==> src/hw/rtl/fat12_chain_table_macros.svh <==
// ----------------------------------------------------------------------------
// fat12_chain_table_macros.svh - assertion macros
// Shared concurrent assertion forms, clocked on clk and disabled in rst.
// ----------------------------------------------------------------------------
`ifndef FAT12_CHAIN_TABLE_MACROS_SVH
`define FAT12_CHAIN_TABLE_MACROS_SVH

// The consequent must hold in the cycle after the antecedent.
`define FCT_ASSERT_NEXT(name, ante, cons, msg) \
  name: assert property (@(posedge clk) disable iff (rst) (ante) |=> (cons)) \
    else $error(msg);

// The consequent must hold in the same cycle as the antecedent.
`define FCT_ASSERT_SAME(name, ante, cons, msg) \
  name: assert property (@(posedge clk) disable iff (rst) (ante) |-> (cons)) \
    else $error(msg);

`endif

==> src/hw/rtl/fct_pkg.sv <==
// ----------------------------------------------------------------------------
// fct_pkg - FAT12 chain table package
// Types, codes and helpers shared by the controller and the datapath.
// ----------------------------------------------------------------------------
package fct_pkg;

  localparam int TABLE_BYTES_DEF = 4608;

  localparam logic [11:0] CHAIN_END = 12'hFFF;

  typedef enum logic [1:0] {
    MODE_LOAD   = 2'd0,
    MODE_READ   = 2'd1,
    MODE_LOOKUP = 2'd2,
    MODE_FREE   = 2'd3
  } mode_t;

  localparam logic [1:0] STATUS_OK    = 2'd0;
  localparam logic [1:0] STATUS_RANGE = 2'd1;
  localparam logic [1:0] STATUS_CHAIN = 2'd2;

  typedef enum logic [3:0] {
    S_IDLE,
    S_START,
    S_RDATA,
    S_RLO,
    S_RHI,
    S_DEC,
    S_CLR0,
    S_CLR1,
    S_DONE
  } state_t;

  // Commands from the controller to the datapath.
  typedef struct packed {
    logic capture_in;
    logic set_range;
    logic set_chain;
    logic wr_byte;
    logic rd_byte;
    logic cap_rbyte;
    logic rd_lo;
    logic rd_hi;
    logic cap_lo;
    logic cap_hi;
    logic cap_next;
    logic clr_lo;
    logic clr_hi;
    logic step;
    logic load_out;
  } cmd_t;

  // Status from the datapath to the controller.
  typedef struct packed {
    mode_t mode;
    logic  addr_ok;
    logic  clus_ok;
    logic  start_ok;
    logic  link_zero;
    logic  link_end;
    logic  link_ok;
  } sts_t;

  // Byte offset of a 12-bit entry: c + c/2.
  function automatic logic [12:0] entry_off(input logic [11:0] c);
    entry_off = {1'b0, c} + {2'b00, c[11:1]};
  endfunction

endpackage

==> src/hw/rtl/fct_ctrl.sv <==
// ----------------------------------------------------------------------------
// fct_ctrl - FAT12 chain table controller
// Sequences each request through the datapath and owns the handshakes.
// ----------------------------------------------------------------------------
`include "fat12_chain_table_macros.svh"

module fct_ctrl (
  input  logic          clk,
  input  logic          rst,
  input  logic          in_valid,
  output logic          in_ready,
  output logic          out_valid,
  input  logic          out_ready,
  input  fct_pkg::sts_t sts,
  output fct_pkg::cmd_t cmd
);
  import fct_pkg::*;

  state_t state, state_next;
  logic   out_valid_next;
  logic   slot_free;

  assign slot_free = !out_valid || out_ready;

  always_ff @(posedge clk) begin
    if (rst) begin
      state     <= S_IDLE;
      out_valid <= 1'b0;
    end else begin
      state     <= state_next;
      out_valid <= out_valid_next;
    end
  end

  always_comb begin
    state_next = state;
    case (state)
      S_IDLE:  if (in_valid) state_next = S_START;
      S_START: begin
        case (sts.mode)
          MODE_LOAD:   state_next = S_DONE;
          MODE_READ:   state_next = sts.addr_ok ? S_RDATA : S_DONE;
          MODE_LOOKUP: state_next = sts.clus_ok ? S_RLO : S_DONE;
          MODE_FREE:   state_next = (sts.clus_ok && sts.start_ok) ? S_RLO : S_DONE;
          default:     state_next = S_DONE;
        endcase
      end
      S_RDATA: state_next = S_DONE;
      S_RLO:   state_next = S_RHI;
      S_RHI:   state_next = S_DEC;
      S_DEC: begin
        if (sts.mode == MODE_LOOKUP || sts.link_zero) state_next = S_DONE;
        else state_next = S_CLR0;
      end
      S_CLR0:  state_next = S_CLR1;
      S_CLR1: begin
        if (sts.link_end || !sts.link_ok) state_next = S_DONE;
        else state_next = S_RLO;
      end
      S_DONE:  if (slot_free) state_next = S_IDLE;
      default: state_next = S_IDLE;
    endcase
  end

  always_comb begin
    cmd            = '0;
    in_ready       = (state == S_IDLE);
    out_valid_next = out_valid && !out_ready;
    case (state)
      S_IDLE:  cmd.capture_in = in_valid;
      S_START: begin
        case (sts.mode)
          MODE_LOAD: begin
            cmd.set_range = !sts.addr_ok;
            cmd.wr_byte   = sts.addr_ok;
          end
          MODE_READ: begin
            cmd.set_range = !sts.addr_ok;
            cmd.rd_byte   = sts.addr_ok;
          end
          MODE_LOOKUP: cmd.set_range = !sts.clus_ok;
          MODE_FREE:   cmd.set_range = !(sts.clus_ok && sts.start_ok);
          default:     cmd.set_range = 1'b1;
        endcase
      end
      S_RDATA: cmd.cap_rbyte = 1'b1;
      S_RLO:   cmd.rd_lo = 1'b1;
      S_RHI: begin
        cmd.rd_hi  = 1'b1;
        cmd.cap_lo = 1'b1;
      end
      S_DEC: begin
        cmd.cap_hi    = 1'b1;
        cmd.cap_next  = (sts.mode == MODE_LOOKUP);
        cmd.set_chain = (sts.mode != MODE_LOOKUP) && sts.link_zero;
      end
      S_CLR0:  cmd.clr_lo = 1'b1;
      S_CLR1: begin
        cmd.clr_hi    = 1'b1;
        cmd.set_chain = !sts.link_end && !sts.link_ok;
        cmd.step      = !sts.link_end && sts.link_ok;
      end
      S_DONE: begin
        if (slot_free) begin
          cmd.load_out   = 1'b1;
          out_valid_next = 1'b1;
        end
      end
      default: cmd = '0;
    endcase
  end

  `FCT_ASSERT_NEXT(a_accept_starts, in_valid && in_ready, state == S_START, "accept did not start")
  `FCT_ASSERT_NEXT(a_done_loads, state == S_DONE && slot_free, out_valid && state == S_IDLE, "result not loaded")
  `FCT_ASSERT_NEXT(a_clear_pair, state == S_CLR0, state == S_CLR1 && $past(cmd.clr_lo), "clear pair broken")
  `FCT_ASSERT_SAME(a_no_overwrite, cmd.load_out, !out_valid || out_ready, "pending result overwritten")

endmodule

==> config.mk <==
export PLATFORM = sky130hd
export DESIGN_NAME = fct_ctrl
export DESIGN_NICKNAME = d
export VERILOG_FILES = /design/src/hw/rtl/fct_pkg.sv /design/src/hw/rtl/fct_ctrl.sv
export VERILOG_INCLUDE_DIRS = /design/src /design/src/hw/rtl
export SDC_FILE = /design/constraint.sdc
export NUM_CORES = 1
export LEC_CHECK = 0
export ABC_AREA = 1
export BUFFER_PORTS_ARGS = -buffer_cell sky130_fd_sc_hd__buf_2
export CORE_AREA = 3 3 40 42
export CTS_CLUSTER_SIZE = 8
export DETAILED_ROUTE_END_ITERATION = 10
export DIE_AREA = 0 0 43 45
export GPL_TIMING_DRIVEN = 0
export PLACE_DENSITY = 0.68
export SLEW_MARGIN = 0
export SYNTH_ARGS = -nofsm -noshare
export SYNTH_HDL_FRONTEND = slang
export SYNTH_SLANG_ARGS = --single-unit
==> constraint.sdc <==
create_clock -name clk -period 3.3 [get_ports clk]
set_input_delay 0.66 -clock clk [delete_from_list [all_inputs] [get_ports clk]]
set_output_delay 0.66 -clock clk [all_outputs]
set_load 0.02 [all_outputs]
# [Word level (Yosys, flattened, before mapping)]
# Cells that the tools add are included.
[totals] output_inout_bits=17 register_bits=5 inputBits=12 word_cells=61
[classes] n_eq_ne=14 mux=26 reduce_logical=19
[ops] op="$pmux W4 S9" count=1
[ops] op="$mux W4" count=7
[ops] op="$eq A4 B3 Y1 const B" count=4
[ops] op="$pmux W4 S4" count=1
[ops] op="$mux W1" count=11
[ops] op="$eq A4 B2 Y1 const B" count=2
[ops] op="$mux W2" count=4
[ops] op="$logic_not A1 Y1" count=7
[ops] op="$ne A2 B2 Y1 const B" count=3
[ops] op="$logic_and A1 B1 Y1" count=5
[ops] op="$eq A2 B2 Y1 const B" count=2
[ops] op="$eq A4 B1 Y1 const B" count=1
[ops] op="$eq A4 B4 Y1 const B" count=1
[ops] op="$logic_not A4 Y1" count=1
[ops] op="$logic_or A1 B1 Y1" count=3
[ops] op="$pmux W1 S3" count=1
[ops] op="$eq A2 B1 Y1 const B" count=1
[ops] op="$logic_not A2 Y1" count=1
[ops] op="$pmux W1 S2" count=1
[ops] op="$reduce_and A2 Y1" count=1
[ops] op="$reduce_or A2 Y1" count=1

# [Depth between registers and ports, before layout]
# Gate-level depths: netlist (run 1).
[logic_depth] word_depth=4 mapped_depth=8 mapped_depth_nobuf=8

# [Least setup slack after synthesis (run 1)]
# No wires, ideal clock.
[synth_timing] path_type="input -> output" start="in out_ready" end="out cmd[0] (netlist name)" slack_ns=1.307 arrival_time_ns=1.333 t_required_ns=2.640 path_stages=2 n_path_buf=0 cell_sequence="nor2_1 nor4_1"
[synth_lines] element="from (decl)" line_no="fct_ctrl.sv:13" source="input logic out_ready,"
[synth_lines] element="to (decl)" line_no="fct_ctrl.sv:15" source="output fct_pkg::cmd_t cmd"

==> results of run 1 <==
routing by layer:
metal | track usage [%] | vias up
met3 | 1.20 | 2
li1 | - | 321
met1 | 15.4 | 235
met4 | 6.02 | 0
met2 | 24.3 | 24
met5 | 0 | -
per-stage QoR:
stage | worst slack, ns | instance area, sq um | hold WS, ns | total power [W]
4_1_cts | 1.22 | 658 | 0.596 | 0.000204
3_5_place_dp | 1.32 | 632 | 0.585 | 0.000134
2_1_floorplan | 1.31 | 473 | 0.582 | 0.000113
6_report | 1.23 | 658 | 0.587 | 0.000203
3_3_place_gp | 1.31 | 632 | 0.576 | 0.000133
5_1_grt | 1.08 | 658 | 0.646 | 0.000217
state kept, by name, indices dropped and copies added, names as in the netlist:
signal,flops
state,4
out_valid,1
layout make-up:
cell class                 count  area (sq um)
fill                         140           627
multi-input combinational     57           285
timing repair buffer          28           140
sequential                     5           100
inverter                      21          80.1
clock buffer                   4          26.3
tap                           15          18.8
buffer                         1          7.51
where the power goes:
part           switching (W)  total [W]  leakage (nW)  internal [W]
Clock              0.0000241  0.0000698        0.0150     0.0000457
Combinational      0.0000411  0.0000639         0.371     0.0000228
Sequential        0.00000485  0.0000692        0.0407     0.0000643
Total              0.0000701   0.000203         0.427      0.000133
cell families (layout without fill, tap and decap cells):
group                  Yosys count  count (layout)  synth area share [%]
DFF                              5               5                  21.2
AOI/OAI and AO/OA                6               6                  7.67
and+or+nand+nor                 51              51                  52.6
buffers and inverters           22              54                  18.5
synth_stat cells:
cell type | count | area share (%)
a31oi_1 | 3 | 4.0
nor2_2 | 4 | 5.3
nor4_1 | 1 | 1.3
nor2_1 | 13 | 10
nand2_1 | 18 | 14
nand3_1 | 7 | 7.4
nor2_4 | 2 | 4.8
dfxtp_1 | 5 | 21
inv_1 | 15 | 12
clkinv_2 | 1 | 1.1
nor3_1 | 2 | 2.1
inv_2 | 5 | 4.0
nand2_2 | 2 | 2.6
nor3_2 | 1 | 2.1
o31ai_1 | 1 | 1.6
a21oi_1 | 2 | 2.1
nand2_4 | 1 | 2.4
buf_4 | 1 | 1.6
worst min-delay path, cell delays in order (launching register included):
cell and delay (ns):
dfxtp_1 0.30, inv_1 0.04, nor2_1 0.05, nor2_1 0.11
nor2_1 0.04
worst max path at each step:
stage	start	end	slack, ns
finish	state[3]	cmd[13]	1.23
global route	state[3]	cmd[13]	1.08
CTS	state[3]	cmd[13]	1.22
detailed placement	sts[7]	cmd[13]	1.32
global placement	sts[7]	cmd[13]	1.31
floorplan	out_ready	cmd[0]	1.31
==> impl_metrics.toml, run 1 <==
[critical_path]
r2r_end = "state[0]"
cp.depth = 6
r2r-start = "state[3]"
cp_data_arrival_time_ns = 1.41
cpMaxStageDelayCell = "dfxtp_1"
rrSetupSlack_ns = 2.14
startpoint_type = "flip-flop"
critical_path_class = "reg -> out"
slowest_delay_ns = 0.35
worstRegToRegCells = 7
critPathBufInv = 2
path_max_fanout = 4
worstPathRequired_ns = 2.64
end_kind = "output port"
crit_family = "simple AND/OR/NAND/NOR gates"
crit_chain = "nor2_1 -> nand2_2 -> inv_2 -> nand2_1 -> a21oi_1 -> buf_2"

[timing]
layout_min_cycle_time_ns = 2.07
max_slew_margin_pct = 80.2
setup_tns_ns = 0
slew_viol_final = 0
hold_viol = 0
fmax_ghz = 0.484
fin_skew_ns = 0.00356
worstMarginPinSlew_ns = 0.296
rsz0062_at_grt = "false"
setup_viol = 0
period_share_pct = 62.7

[cts]
clk_pin_slew_ns = 0.04
root_buffer = "clkbuf_4"
cts_setup_buffers = 0
clkLatencyLatePin_ns = 0.24
cts_tree = "built"
hold_buffers = 0
cts_buffers = 3
ctsResizeCount = 0
clockBufferDepth = 2
cts_sinks = 5
cts-htree-levels = 1

[placement]
place_inst = 127
place.gp.congestion = 0.753
portBuffers = 28
place_hpwl_um = 989

[floorplan]
die_area_sq_mm = 0.00194
die_h_um = 45
start_util_pct = 36.8
core_sq_mm = 0.00128
num_rows = 13
io_pins = 29
chipWidth_um = 43

[global_routing]
grt_overflow = 0
grt_pass1_wl_um = 1970
grt_pass1_vias = 530
grt_max_degree = 6
antenna_found_initial = 0
grt_use_total_pct = 13.1

[hold_path]
holdCritStartpoint = "out_valid"
min_delay_worst_endpoint = "out_valid"
hold-path-cell-count = 4
hold_class = "reg -> reg"

[finish]
diodes = 0
final_util_pct = 51.2
layout_common_cells = "buf_2, nand2_1, inv_1"
layout.nets = 129
area_growth_pct = 39.2
instances_no_fill = 131
drive_above_1_share_pct = 41.4
final_common_cell = "buf_2"

[detailed_routing]
first_pass_iters = 4
dr_wl_met3_um = 91
met1_length_um = 475
vias = 582
antenna_left = 0
via_per_inst = 4.44
highest_layer = "met4"
drc = 0
routed_wl_um = 1130
first_iter_violations = 4
wl_met2_um = 549
wl_per_cell_um = 8.60

[power]
power.leakage_nw = 0.427
power_density_mw_per_mm2 = 308
ir_drop_mv = 0.150

[outcome]
status = "completed"

[synth]
ys_warn_count = 0
synth_cells = 84
synth.avg_cell_area_sq_um = 5.63
ys_seq_elements = 5
netlist_area_sq_um = 473
synth_seq_area_share_pct = 21.2
synth_cell_type_count = 18
synth_nets = 96

[flow_run]
drv_cap = 0
Note: power is estimated with default switching activity, not from simulation.
==> run 2: changes to the inputs <==
--- a/config.mk
+++ b/config.mk
@@ -8,12 +8,12 @@
 export LEC_CHECK = 0
 export ABC_AREA = 1
 export BUFFER_PORTS_ARGS = -buffer_cell sky130_fd_sc_hd__buf_2
-export CORE_AREA = 3 3 40 42
+export CORE_MARGIN = 3
+export CORE_UTILIZATION = 36
 export CTS_CLUSTER_SIZE = 8
 export DETAILED_ROUTE_END_ITERATION = 10
-export DIE_AREA = 0 0 43 45
 export GPL_TIMING_DRIVEN = 0
-export PLACE_DENSITY = 0.68
+export PLACE_DENSITY = 0.72
 export SLEW_MARGIN = 0
 export SYNTH_ARGS = -nofsm -noshare
 export SYNTH_HDL_FRONTEND = slang
==> constraint.sdc (replaced) <==
create_clock -name clk -period 1.8 [get_ports clk]
set_input_delay 0.36 -clock clk [delete_from_list [all_inputs] [get_ports clk]]
set_output_delay 0.36 -clock clk [all_outputs]
set_load 0.02 [all_outputs]
==> run 2 against run 1 <==
Compared with the run above: combinational power up 86%; non-clock buffer count unchanged; sequential share of layout area increased by 0.18 points; final cell count is 0.76% lower; clock skew decreased by 0.0024 ns; critical path depth increased by 1; via count up 0.69%; die area is 7.8% lower; sequential power increased by 85%; first-iteration DRC count rose by 100%; hold slack got worse by 0.24 ns.
==> impl_metrics.toml, run 2 (synthesis gave the netlist of run 1 again) <==
[outcome]
status = "completed"

[cts]
clkLatencyLatePin_ns = 0.23
clk_pin_slew_ns = 0.04
root_buffer = "clkbuf_4"
clockBufferDepth = 2
cts_sinks = 5
hold_buffers = 0
cts_tree = "built"
cts-htree-levels = 1
cts_buffers = 3

[finish]
layout.nets = 129
layout_common_cells = "buf_2, nand2_1, inv_1"
fillers = 120
top_regs = "state: 4 flops, out_valid: 1 flops"
diodes = 0
drive_above_1_share_pct = 44.0
instances_no_fill = 130
area_growth_pct = 41.0
largest_reg_flops = 4
largest_register = "state"
final_common_cell = "buf_2"

[timing]
layout_min_cycle_time_ns = 1.68
hold_viol = 0
setup_viol = 0
fin_skew_ns = 0.00111
rsz0062_at_grt = "false"
setup_tns_ns = 0
worstMarginPinSlew_ns = 0.268
fmax_ghz = 0.594
slew_viol_final = 0
period_share_pct = 93.5
max_slew_margin_pct = 82.1

[critical_path]
worstRegToRegCells = 7
slowest_delay_ns = 0.39
rrSetupSlack_ns = 0.61
crit_chain = "inv_2 -> nor2_4 -> nand2_2 -> clkinv_2 -> nand3_1 -> o31ai_1 -> buf_2"
endpoint = "cmd[12]"
cpMaxStageDelayCell = "dfxtp_2"
end_kind = "output port"
critical_path_class = "reg -> out"
r2r-start = "state[3]"
worstPathRequired_ns = 1.44
cp_data_arrival_time_ns = 1.32
r2r_end = "state[0]"
crit_start = "state[2]"
path_max_fanout = 5
startpoint_type = "flip-flop"

[power]
power.leakage_nw = 0.431
power_density_mw_per_mm2 = 560
ir_drop_mv = 0.406

[global_routing]
grt_use_total_pct = 13.4
grt_pass1_wl_um = 1900
antenna_found_initial = 0
grt_overflow = 0
grt_max_degree = 6
grt_pass1_vias = 505

[detailed_routing]
antenna_left = 0
first_pass_iters = 4
drc = 0
via_per_inst = 4.51
wl_per_cell_um = 8.63
vias = 586
first_iter_violations = 8
routed_wl_um = 1120

[floorplan]
core_sq_mm = 0.00117
num_rows = 12
io_pins = 29
die_area_sq_mm = 0.00178
chipWidth_um = 42.2
die_h_um = 42.2
start_util_pct = 40.4

[flow_run]
drv_cap = 0

[placement]
place_hpwl_um = 954
portBuffers = 28
place_inst = 126
place.gp.congestion = 0.781

[hold_path]
hold_class = "in -> reg"
-- run 2: cell counts in the layout (fill, tap and decap cells not counted) --
Identical to the previous run, type by type.
-- run 2: worst max-delay path, delay by kind of cell (launching register included) --
kind                   cells  cell delay (ns)
AO/OA/AOI/OAI              1             0.07
buffers and inverters      3             0.33
flip-flops                 1             0.39
AND/OR/NAND/NOR            3             0.30
-- run 2: layout make-up --
| class | count | area, sq um | share of cell area, % |
|---|---|---|---|
| flip-flops and latches | 5 | 103 | 15.4 |
| well taps | 14 | 17.5 | 2.63 |
| plain buffers | 1 | 7.51 | 1.13 |
| clock buffers | 4 | 26.3 | 3.94 |
| multi-input cells | 57 | 293 | 43.9 |
| repair buffers | 28 | 140 | 21.0 |
| inverters | 21 | 80.1 | 12.0 |
-- run 2: metrics by stage --
stage          setup WS [ns]  util (%)  instance area, sq um  power (W)  hold slack, ns
6_report               0.118      56.9                   667   0.000373           0.349
5_1_grt              0.00962      56.9                   667   0.000400           0.364
3_5_place_dp           0.294      53.8                   631   0.000246           0.570
3_3_place_gp           0.289      53.8                   631   0.000244           0.574
2_1_floorplan          0.203         -                   473   0.000208           0.427
4_1_cts              0.00251      56.1                   657   0.000373           0.356
-- run 2: how the worst min path moves through the flow --
stage,start,to,cells past startpoint
2_1_floorplan,rst,state[0],1
5_1_grt,rst,state[0],2
3_5_place_dp,out_valid,out_valid,4
6_report,rst,state[0],2
3_3_place_gp,out_valid,out_valid,4
4_1_cts,rst,state[0],2
-- run 2: power breakdown --
| group | total, W | leakage [nW] | internal [W] | switching (W) |
|---|---|---|---|---|
| Clock | 0.000126 | 0.0150 | 0.0000836 | 0.0000423 |
| Sequential | 0.000128 | 0.0415 | 0.000119 | 0.00000969 |
| Combinational | 0.000119 | 0.374 | 0.0000431 | 0.0000762 |
| Total | 0.000373 | 0.431 | 0.000245 | 0.000128 |
-- run 2: timing repair --
action	in CTS	in global routing
endpoints found under the setup margin	0	3
hold endpoints to repair	0	0
setup buffers	0	0
resized for setup	0	4
-- run 2: per-layer routing --
layer  up-vias  wire (um)  track usage (%)
li1        321          -                -
met3         0         91             1.29
met2        18        533             21.6
met5         -          0                0
met1       247        497             17.1
met4         0          0             7.45
